[src/hdl/skb_pkg.sv]
// Package for the SSH public key blob parser.
// Holds the parse phase, key type and error code types and the type name tables.
// No dependencies; the parser and its testbench use it.
`default_nettype none

package skb_pkg;

    typedef enum logic [6:0] {
        PH_TYPE_LEN  = 7'b0000001,
        PH_TYPE_DATA = 7'b0000010,
        PH_A_LEN     = 7'b0000100,
        PH_A_DATA    = 7'b0001000,
        PH_B_LEN     = 7'b0010000,
        PH_B_DATA    = 7'b0100000,
        PH_DONE      = 7'b1000000
    } t_phase;

    typedef enum logic [1:0] {
        KT_UNKNOWN = 2'd0,
        KT_RSA     = 2'd1,
        KT_ED      = 2'd2
    } t_key;

    typedef enum logic [2:0] {
        ERR_NONE     = 3'd0,
        ERR_TRUNC    = 3'd1,
        ERR_TYPE     = 3'd2,
        ERR_FORM     = 3'd3,
        ERR_RANGE    = 3'd4,
        ERR_TRAILING = 3'd5
    } t_err;

    localparam logic [3:0]  RSA_NAME_LEN  = 4'd7;
    localparam logic [3:0]  ED_NAME_LEN   = 4'd11;
    localparam logic [31:0] ED_KEY_LEN    = 32'd32;
    localparam logic [3:0]  MIN_BLOB_LEN  = 4'd8;
    localparam logic [15:0] MAX_MPINT_RST = 16'd1024;

    function automatic logic [7:0] rsa_name_char(input logic [3:0] idx);
        logic [7:0] c;
        case (idx)
            4'd0:    c = 8'h73;
            4'd1:    c = 8'h73;
            4'd2:    c = 8'h68;
            4'd3:    c = 8'h2d;
            4'd4:    c = 8'h72;
            4'd5:    c = 8'h73;
            4'd6:    c = 8'h61;
            default: c = 8'h00;
        endcase
        return c;
    endfunction

    function automatic logic [7:0] ed_name_char(input logic [3:0] idx);
        logic [7:0] c;
        case (idx)
            4'd0:    c = 8'h73;
            4'd1:    c = 8'h73;
            4'd2:    c = 8'h68;
            4'd3:    c = 8'h2d;
            4'd4:    c = 8'h65;
            4'd5:    c = 8'h64;
            4'd6:    c = 8'h32;
            4'd7:    c = 8'h35;
            4'd8:    c = 8'h35;
            4'd9:    c = 8'h31;
            4'd10:   c = 8'h39;
            default: c = 8'h00;
        endcase
        return c;
    endfunction

endpackage

`default_nettype wire

[src/hdl/skb_if.sv]
// Channel interfaces of the SSH public key blob parser: blob bytes in,
// verdicts out and the configuration write channel. No dependencies.
`default_nettype none

interface skb_byte_if;
    logic       valid;
    logic       ready;
    logic [7:0] data_byte;
    logic       last_byte;

    modport source (output valid, output data_byte, output last_byte, input ready);
    modport sink (input valid, input data_byte, input last_byte, output ready);
endinterface

interface skb_res_if;
    logic       valid;
    logic       ready;
    logic       valid_res;
    logic [1:0] key_type;
    logic [2:0] error_code;

    modport source (output valid, output valid_res, output key_type, output error_code,
                    input ready);
    modport sink (input valid, input valid_res, input key_type, input error_code,
                  output ready);
endinterface

interface skb_cfg_if;
    logic        valid;
    logic        ready;
    logic [15:0] max_mpint_bytes;

    modport source (output valid, output max_mpint_bytes, input ready);
    modport sink (input valid, input max_mpint_bytes, output ready);
endinterface

`default_nettype wire

[src/hdl/ssh_key_blob_parser.sv]
// SSH public key blob parser: one byte per cycle, one verdict per blob.
// The verdict is loaded into the result register in the cycle after the last byte's transfer.
// Throughput is one byte per cycle, set by the phase and counter update made for each accepted byte.
// Input stalls only while a verdict waits in the result register and is not taken.
// Synchronous active-low reset clears the parse state, empties the result register
// and sets the maximum mpint length to 1024. Depends on skb_pkg and skb_if.
`default_nettype none

module ssh_key_blob_parser (
    input  wire logic   i_clk,
    input  wire logic   i_rst_n,
    skb_cfg_if.sink     i_cfg,
    skb_byte_if.sink    i_blob,
    skb_res_if.source   o_res
);

    logic [15:0]     r_max;
    skb_pkg::t_phase r_phase, n_phase;
    logic [23:0]     r_flen, n_flen;
    logic [1:0]      r_lcnt, n_lcnt;
    logic [15:0]     r_left, n_left;
    logic [3:0]      r_idx, n_idx;
    logic [3:0]      r_total, n_total;
    logic [1:0]      r_flags, n_flags;
    logic            r_first_zero, n_first_zero;
    skb_pkg::t_key   r_found, n_found;
    skb_pkg::t_err   r_err, n_err;

    logic            r_out_valid;
    logic            r_res_ok;
    skb_pkg::t_key   r_res_key;
    skb_pkg::t_err   r_res_err;

    logic            accept;
    logic [7:0]      b;
    logic [31:0]     v_len;
    logic            v_mpint_bad;
    logic            v_stop;
    logic            v_rsa_hit;
    logic            v_ed_hit;
    skb_pkg::t_err   v_verdict;

    assign accept        = i_blob.valid && i_blob.ready;
    assign b             = i_blob.data_byte;
    assign i_blob.ready  = !r_out_valid || o_res.ready;
    assign i_cfg.ready   = 1'b1;

    assign v_len       = {r_flen, b};
    assign v_mpint_bad = (v_len == 32'd0) || (v_len > {16'd0, r_max});
    assign v_rsa_hit   = (r_idx < skb_pkg::RSA_NAME_LEN) && (skb_pkg::rsa_name_char(r_idx) == b);
    assign v_ed_hit    = (r_idx < skb_pkg::ED_NAME_LEN) && (skb_pkg::ed_name_char(r_idx) == b);

    always_comb begin
        n_phase      = r_phase;
        n_flen       = r_flen;
        n_lcnt       = r_lcnt;
        n_left       = r_left;
        n_idx        = r_idx;
        n_flags      = r_flags;
        n_first_zero = r_first_zero;
        n_found      = r_found;
        n_err        = r_err;
        n_total      = (r_total < skb_pkg::MIN_BLOB_LEN) ? r_total + 4'd1 : r_total;
        v_stop       = 1'b0;
        v_verdict    = skb_pkg::ERR_NONE;

        if (r_err == skb_pkg::ERR_NONE) begin
            case (r_phase)
                skb_pkg::PH_TYPE_LEN, skb_pkg::PH_A_LEN, skb_pkg::PH_B_LEN: begin
                    n_flen = v_len[23:0];
                    if (r_lcnt != 2'd3) begin
                        n_lcnt = r_lcnt + 2'd1;
                    end else begin
                        n_lcnt       = 2'd0;
                        n_left       = v_len[15:0];
                        n_idx        = 4'd0;
                        n_first_zero = 1'b0;
                        case (r_phase)
                            skb_pkg::PH_TYPE_LEN: begin
                                if (v_len == {28'd0, skb_pkg::RSA_NAME_LEN}) begin
                                    n_flags = 2'b01;
                                    n_found = skb_pkg::KT_RSA;
                                end else if (v_len == {28'd0, skb_pkg::ED_NAME_LEN}) begin
                                    n_flags = 2'b10;
                                    n_found = skb_pkg::KT_ED;
                                end else begin
                                    n_flags = 2'b00;
                                    n_err   = skb_pkg::ERR_TYPE;
                                end
                                n_phase = skb_pkg::PH_TYPE_DATA;
                            end
                            skb_pkg::PH_A_LEN: begin
                                if (r_found == skb_pkg::KT_RSA) begin
                                    if (v_mpint_bad) begin
                                        n_err = skb_pkg::ERR_RANGE;
                                    end
                                end else if (v_len != skb_pkg::ED_KEY_LEN) begin
                                    n_err = skb_pkg::ERR_RANGE;
                                end
                                n_phase = skb_pkg::PH_A_DATA;
                            end
                            default: begin
                                if (v_mpint_bad) begin
                                    n_err = skb_pkg::ERR_RANGE;
                                end
                                n_phase = skb_pkg::PH_B_DATA;
                            end
                        endcase
                    end
                end
                skb_pkg::PH_TYPE_DATA, skb_pkg::PH_A_DATA, skb_pkg::PH_B_DATA: begin
                    if (r_phase == skb_pkg::PH_TYPE_DATA) begin
                        n_flags = {r_flags[1] && v_ed_hit, r_flags[0] && v_rsa_hit};
                        if (n_flags == 2'b00) begin
                            n_err  = skb_pkg::ERR_TYPE;
                            v_stop = 1'b1;
                        end
                    end else if (r_found == skb_pkg::KT_RSA) begin
                        if (r_idx == 4'd0) begin
                            if (b[7]) begin
                                n_err  = skb_pkg::ERR_FORM;
                                v_stop = 1'b1;
                            end else begin
                                n_first_zero = (b == 8'd0);
                            end
                        end else if (r_idx == 4'd1) begin
                            if (r_first_zero && !b[7]) begin
                                n_err  = skb_pkg::ERR_FORM;
                                v_stop = 1'b1;
                            end
                        end
                    end
                    if (!v_stop) begin
                        n_left = r_left - 16'd1;
                        n_idx  = (r_idx == 4'hF) ? r_idx : r_idx + 4'd1;
                        if (r_left == 16'd1) begin
                            case (r_phase)
                                skb_pkg::PH_TYPE_DATA: n_phase = skb_pkg::PH_A_LEN;
                                skb_pkg::PH_A_DATA: begin
                                    n_phase = (r_found == skb_pkg::KT_RSA) ?
                                              skb_pkg::PH_B_LEN : skb_pkg::PH_DONE;
                                end
                                default: n_phase = skb_pkg::PH_DONE;
                            endcase
                        end
                    end
                end
                skb_pkg::PH_DONE: begin
                    n_err = skb_pkg::ERR_TRAILING;
                end
                default: begin
                    n_err = r_err;
                end
            endcase
        end

        if (n_total < skb_pkg::MIN_BLOB_LEN) begin
            v_verdict = skb_pkg::ERR_TRUNC;
        end else if (n_err != skb_pkg::ERR_NONE) begin
            v_verdict = n_err;
        end else if (n_phase != skb_pkg::PH_DONE) begin
            v_verdict = skb_pkg::ERR_TRUNC;
        end else begin
            v_verdict = skb_pkg::ERR_NONE;
        end
    end

    always_ff @(posedge i_clk) begin
        if (!i_rst_n) begin
            r_max        <= skb_pkg::MAX_MPINT_RST;
            r_phase      <= skb_pkg::PH_TYPE_LEN;
            r_flen       <= '0;
            r_lcnt       <= '0;
            r_left       <= '0;
            r_idx        <= '0;
            r_total      <= '0;
            r_flags      <= 2'b11;
            r_first_zero <= 1'b0;
            r_found      <= skb_pkg::KT_UNKNOWN;
            r_err        <= skb_pkg::ERR_NONE;
            r_out_valid  <= 1'b0;
        end else begin
            if (i_cfg.valid && i_cfg.ready) begin
                r_max <= i_cfg.max_mpint_bytes;
            end
            if (accept && i_blob.last_byte) begin
                r_phase      <= skb_pkg::PH_TYPE_LEN;
                r_flen       <= '0;
                r_lcnt       <= '0;
                r_left       <= '0;
                r_idx        <= '0;
                r_total      <= '0;
                r_flags      <= 2'b11;
                r_first_zero <= 1'b0;
                r_found      <= skb_pkg::KT_UNKNOWN;
                r_err        <= skb_pkg::ERR_NONE;
            end else if (accept) begin
                r_phase      <= n_phase;
                r_flen       <= n_flen;
                r_lcnt       <= n_lcnt;
                r_left       <= n_left;
                r_idx        <= n_idx;
                r_total      <= n_total;
                r_flags      <= n_flags;
                r_first_zero <= n_first_zero;
                r_found      <= n_found;
                r_err        <= n_err;
            end
            if (accept && i_blob.last_byte) begin
                r_out_valid <= 1'b1;
            end else if (o_res.ready) begin
                r_out_valid <= 1'b0;
            end
        end
    end

    always_ff @(posedge i_clk) begin
        if (accept && i_blob.last_byte) begin
            r_res_ok  <= (v_verdict == skb_pkg::ERR_NONE);
            r_res_key <= (v_verdict == skb_pkg::ERR_NONE) ? n_found : skb_pkg::KT_UNKNOWN;
            r_res_err <= v_verdict;
        end
    end

    assign o_res.valid      = r_out_valid;
    assign o_res.valid_res  = r_res_ok;
    assign o_res.key_type   = r_res_key;
    assign o_res.error_code = r_res_err;

    a_ok_matches_code: assert property (@(posedge i_clk) disable iff (!i_rst_n)
        o_res.valid |-> (o_res.valid_res == (o_res.error_code == skb_pkg::ERR_NONE)))
        else $error("verdict flag disagrees with error code");

    a_failed_has_no_key: assert property (@(posedge i_clk) disable iff (!i_rst_n)
        (o_res.valid && !o_res.valid_res) |-> (o_res.key_type == skb_pkg::KT_UNKNOWN))
        else $error("rejected blob reports a key type");

    a_last_gives_result: assert property (@(posedge i_clk) disable iff (!i_rst_n)
        (accept && i_blob.last_byte) |=> o_res.valid)
        else $error("last byte transfer did not load a verdict");

    a_total_saturates: assert property (@(posedge i_clk) disable iff (!i_rst_n)
        r_total <= skb_pkg::MIN_BLOB_LEN)
        else $error("byte count passed its saturation value");

    a_type_decided: assert property (@(posedge i_clk) disable iff (!i_rst_n)
        (r_phase != skb_pkg::PH_TYPE_LEN) |-> $onehot0(r_flags))
        else $error("both key types still match after the type length");

endmodule

`default_nettype wire

[src/flat_wrapper.sv]
// flat-port wrapper written by rule: the top's interface ports become plain ports
module ssh_key_blob_parser_flat 
  (i_clk, i_rst_n, i_cfg_valid, i_cfg_max_mpint_bytes, i_cfg_ready, i_blob_valid, i_blob_data_byte, i_blob_last_byte, i_blob_ready, o_res_valid, o_res_valid_res, o_res_key_type, o_res_error_code, o_res_ready);
  skb_cfg_if i_cfg_i ();
  skb_byte_if i_blob_i ();
  skb_res_if o_res_i ();
  input  wire logic i_clk;
  input  wire logic i_rst_n;
  input wire logic [$bits(i_cfg_i.valid)-1:0] i_cfg_valid;
  input wire logic [$bits(i_cfg_i.max_mpint_bytes)-1:0] i_cfg_max_mpint_bytes;
  output wire logic [$bits(i_cfg_i.ready)-1:0] i_cfg_ready;
  input wire logic [$bits(i_blob_i.valid)-1:0] i_blob_valid;
  input wire logic [$bits(i_blob_i.data_byte)-1:0] i_blob_data_byte;
  input wire logic [$bits(i_blob_i.last_byte)-1:0] i_blob_last_byte;
  output wire logic [$bits(i_blob_i.ready)-1:0] i_blob_ready;
  output wire logic [$bits(o_res_i.valid)-1:0] o_res_valid;
  output wire logic [$bits(o_res_i.valid_res)-1:0] o_res_valid_res;
  output wire logic [$bits(o_res_i.key_type)-1:0] o_res_key_type;
  output wire logic [$bits(o_res_i.error_code)-1:0] o_res_error_code;
  input wire logic [$bits(o_res_i.ready)-1:0] o_res_ready;
  assign i_cfg_i.valid = i_cfg_valid;
  assign i_cfg_i.max_mpint_bytes = i_cfg_max_mpint_bytes;
  assign i_cfg_ready = i_cfg_i.ready;
  assign i_blob_i.valid = i_blob_valid;
  assign i_blob_i.data_byte = i_blob_data_byte;
  assign i_blob_i.last_byte = i_blob_last_byte;
  assign i_blob_ready = i_blob_i.ready;
  assign o_res_valid = o_res_i.valid;
  assign o_res_valid_res = o_res_i.valid_res;
  assign o_res_key_type = o_res_i.key_type;
  assign o_res_error_code = o_res_i.error_code;
  assign o_res_i.ready = o_res_ready;
  ssh_key_blob_parser u_core (.i_clk(i_clk), .i_rst_n(i_rst_n), .i_cfg(i_cfg_i), .i_blob(i_blob_i), .o_res(o_res_i));
endmodule
[config.mk]
export PLATFORM = sky130hd
export DESIGN_NAME = ssh_key_blob_parser_flat
export DESIGN_NICKNAME = d
export VERILOG_FILES = /design/src/hdl/skb_pkg.sv /design/src/hdl/skb_if.sv /design/src/hdl/ssh_key_blob_parser.sv /design/src/flat_wrapper.sv
export SDC_FILE = /design/constraint.sdc
export NUM_CORES = 1
export LEC_CHECK = 0
export BUFFER_PORTS_ARGS = -buffer_cell sky130_fd_sc_hd__buf_2
export CORE_MARGIN = 4
export CORE_UTILIZATION = 55
export DETAILED_ROUTE_END_ITERATION = 12
export PLACE_DENSITY = 0.85
export SYNTH_ARGS = -nofsm -noshare
export SYNTH_HDL_FRONTEND = slang
export SYNTH_SLANG_ARGS = --single-unit
[constraint.sdc]
create_clock -name i_clk -period 3.1 [get_ports i_clk]
set_input_delay 0.62 -clock i_clk [delete_from_list [all_inputs] [get_ports i_clk]]
set_output_delay 0.62 -clock i_clk [all_outputs]
set_load 0.05 [all_outputs]
==> impl_metrics.toml <==
[clock_network]
clkSlewWorstSetupHoldPaths_ns = 0.09
hold_buffers = 0
clkSinkCount = 95
htreeDepth = 3
tritoncts = "built"
clock-root-buffer = "clkbuf_8"
clk_path_buf_depth = 2
cts_buffers = 9
clk_latency_ns = 0.39

[timing]
min_period_ns = 3.236
relSlewSlack = 0.6006
rsz0062_at_grt = "true"
fin_setup_tns_ns = -0.3908
holdWs_ns = 0.4652
hold_viol = 0
tightest_slew_ns = 0.5991
fmax_mhz = 309.1
final-max-slew-violation-count = 0
skew_ns = 0.01120
finalSetupViolCount = 5
period_share = 1.044
final.setup.worst_slack_ns = -0.1357

[critical_path]
worstPathArrival_ns = 3.51
path_cells = "inv_6, ha_4, or3_4, mux2_4, a2111oi_4, nand4_4, a211oi_2, mux2i_2, and2_4, buf_4, ha_4, nor2_1, mux2_4"
startpoint_type = "flop"
critPathTopFamily = "multiplexers"
reg2reg_depth = 13
rrSetupSlack_ns = -0.14
slowest_delay_ns = 0.40
path_class = "reg -> reg"
path_depth = 13
worstSetupEndpointType = "flop"
cp.required_ns = 3.38
cp_slowest_cell = "dfxtp_4"
cp_max_fo = 4
reg2reg_from = "u_core.r_idx[0]$_SDFFE_PP0N_"
path_buf_inv = 2
crit_start = "u_core.r_idx[0]$_SDFFE_PP0N_"

[synth]
synthFlopType = "dfxtp_1"
yosys.cell_types.count = 74
syn_nets = 756
synth.ff_latch_count = 95
synthTopCellsByCount = "116 x nand2_1, 89 x dfxtp_1, 69 x a21oi_1"
yosysWarningCount = 0
synth_edf_count = 6
ys_async_sr_fraction = 0
ys_seq_area_frac = 0.3542
yosysMostFrequentCell = "nand2_1"
synthTopCellsByArea = "dfxtp_1 32%, nand2_1 7.9%, ha_1 6.6%"
synthCells = 697
yosysTopAreaCell = "dfxtp_1"
synth_top_area_frac = 0.3217
syn_area_per_cell_sq_um = 7.947
syn-cell-area_sq_mm = 0.005539

[pwr]
finalPower_mw = 2.462
p_leak_nw = 2.555
powerDensity_mw_per_mm2 = 382.7
irDropWorstVdd_mv = 0.2450

[hold_path]
hp-class = "reg -> reg"
hold_start = "u_core.r_flen[19]$_SDFFE_PP0P_"
hold_depth = 2
min_to = "u_core.r_flen[19]$_SDFFE_PP0P_"

[run_status]
outcome = "finished with violations"
violations = "negative setup slack"

[route]
vias = 5435
dr.first_iter.drc_count = 650
ant_nets = 0
drc_errors = 0
routed_wl_microns = 15460
dr.pass1.iters = 7
wl_per_cell_microns = 17.37
via_per_inst = 6.107

[layout]
areaGrowthSynthToFinish_pct = 16.13
multi_input_area_sq_mm = 0.003415
antenna_cells = 0
stdcell_count = 890
fin_nets = 811
drive_above_1_share = 0.1876
fin_util = 0.6581
design_area_sq_mm = 0.006432
fillers = 811
final-seq-area_sq_mm = 0.001969

[placed_design]
dp_hpwl_microns = 11120
placed_area_sq_mm = 0.006095
pre_cts_ws_ns = -0.1597
place_congestion = 0.9197
place.port_buffers = 37
dpl.cell_count = 869

[floorplan]
core_area_sq_mm = 0.009774
die_h_microns = 108.4
start_util = 0.5667
die-area_sq_mm = 0.01174
num_io_pins = 39
dieWidth_microns = 108.4
num_rows = 36

[grt]
grtUsageTotal = 0.2683
antenna_found_initial = 0
grt_pass1_wl_microns = 24890
grt_pass1_vias = 5228
grt-ovfl-total = 0
grt_max_degree = 56

[job]
cap_violations = 0
## routing by layer
layer,track usage,up-vias,part of all wire
met5,0,-,0
met4,0.1344,0,0.033
met3,0.04716,46,0.080
met2,0.4409,279,0.48
met1,0.3392,2534,0.41
li1,-,2576,-
## worst register-to-register path, stage by stage, from the launching register on
cell,delay (ns)
dfxtp_4,0.40
inv_6,0.05
ha_4,0.15
or3_4,0.40
mux2_4,0.33
a2111oi_4,0.28
nand4_4,0.15
a211oi_2,0.27
mux2i_2,0.32
and2_4,0.23
buf_4,0.13
ha_4,0.14
nor2_1,0.05
mux2_4,0.25
## cell families after synthesis
| family | count (synthesis) | share of synthesized area |
|---|---|---|
| xor+xnor | 12 | 0.01897 |
| simple gates | 300 | 0.2724 |
| compound gates | 168 | 0.1954 |
| other cells | 1 | 0.0006770 |
| mux | 21 | 0.04134 |
| fa+ha+maj | 29 | 0.06551 |
| buf+inv | 71 | 0.05150 |
| flops | 95 | 0.3542 |
## area by class of cell
type	count	area share
Clock buffer	11	0.02373
Timing Repair Buffer	82	0.08345
Clock inverter	5	0.009531
Tap cell	133	0.02587
Multi-Input combinational cell	531	0.5308
Sequential cell	95	0.3062
Inverter	33	0.02042
## report_power, final
group | leakage, nW | total (mW) | switching [mW] | internal, mW
clock | 0.109 | 0.896 | 0.467 | 0.428
combinational | 1.67 | 0.283 | 0.177 | 0.106
sequential | 0.779 | 1.28 | 0.0250 | 1.26
total | 2.56 | 2.46 | 0.670 | 1.79
## repair_timing
action                     CTS  global route
setup buffers                4             0
pin swaps                    4             0
hold endpoints to repair     0             0
setup endpoints to repair    5            10
cloned                       0             1
gates resized for setup      5            12
## placed cells by master (no fill, tap or decap), types with 16 or more instances in the layout
master | Yosys | routed
nor3_1 | 18 | 18
mux2i_1 | 17 | 16
nand3_1 | 19 | 18
o21ai_0 | 29 | 27
a21oi_1 | 69 | 68
dfxtp_1 | 89 | 87
nand2_1 | 116 | 116
buf_4 | 1 | 42
nor2_1 | 54 | 54
inv_1 | 30 | 28
buf_2 | 6 | 38
nor2b_1 | 22 | 22
ha_1 | 29 | 21
## flip-flops by register name, indices dropped and copies added, names as in the netlist, 3 cells and up, named ones only
name	count
u_core.r_phase	7
u_core.r_err	3
u_core.r_total	4
u_core.r_left	16
u_core.r_flen	24
u_core.r_idx	4
u_core.o_res.error_code	3
u_core.r_max	16
## worst max-delay path by stage
stage	end	slack, ns
after global placement	u_core.o_res.key_type[0]$_SDFFCE_PP0P_	-0.04
after floorplan	flop	-0.08
after global routing	flop	-0.19
after CTS	flop	-0.06
final	flop	-0.14
after detailed placement	u_core.o_res.key_type[0]$_SDFFCE_PP0P_	-0.16
Note: power is estimated with default switching activity, not from simulation.
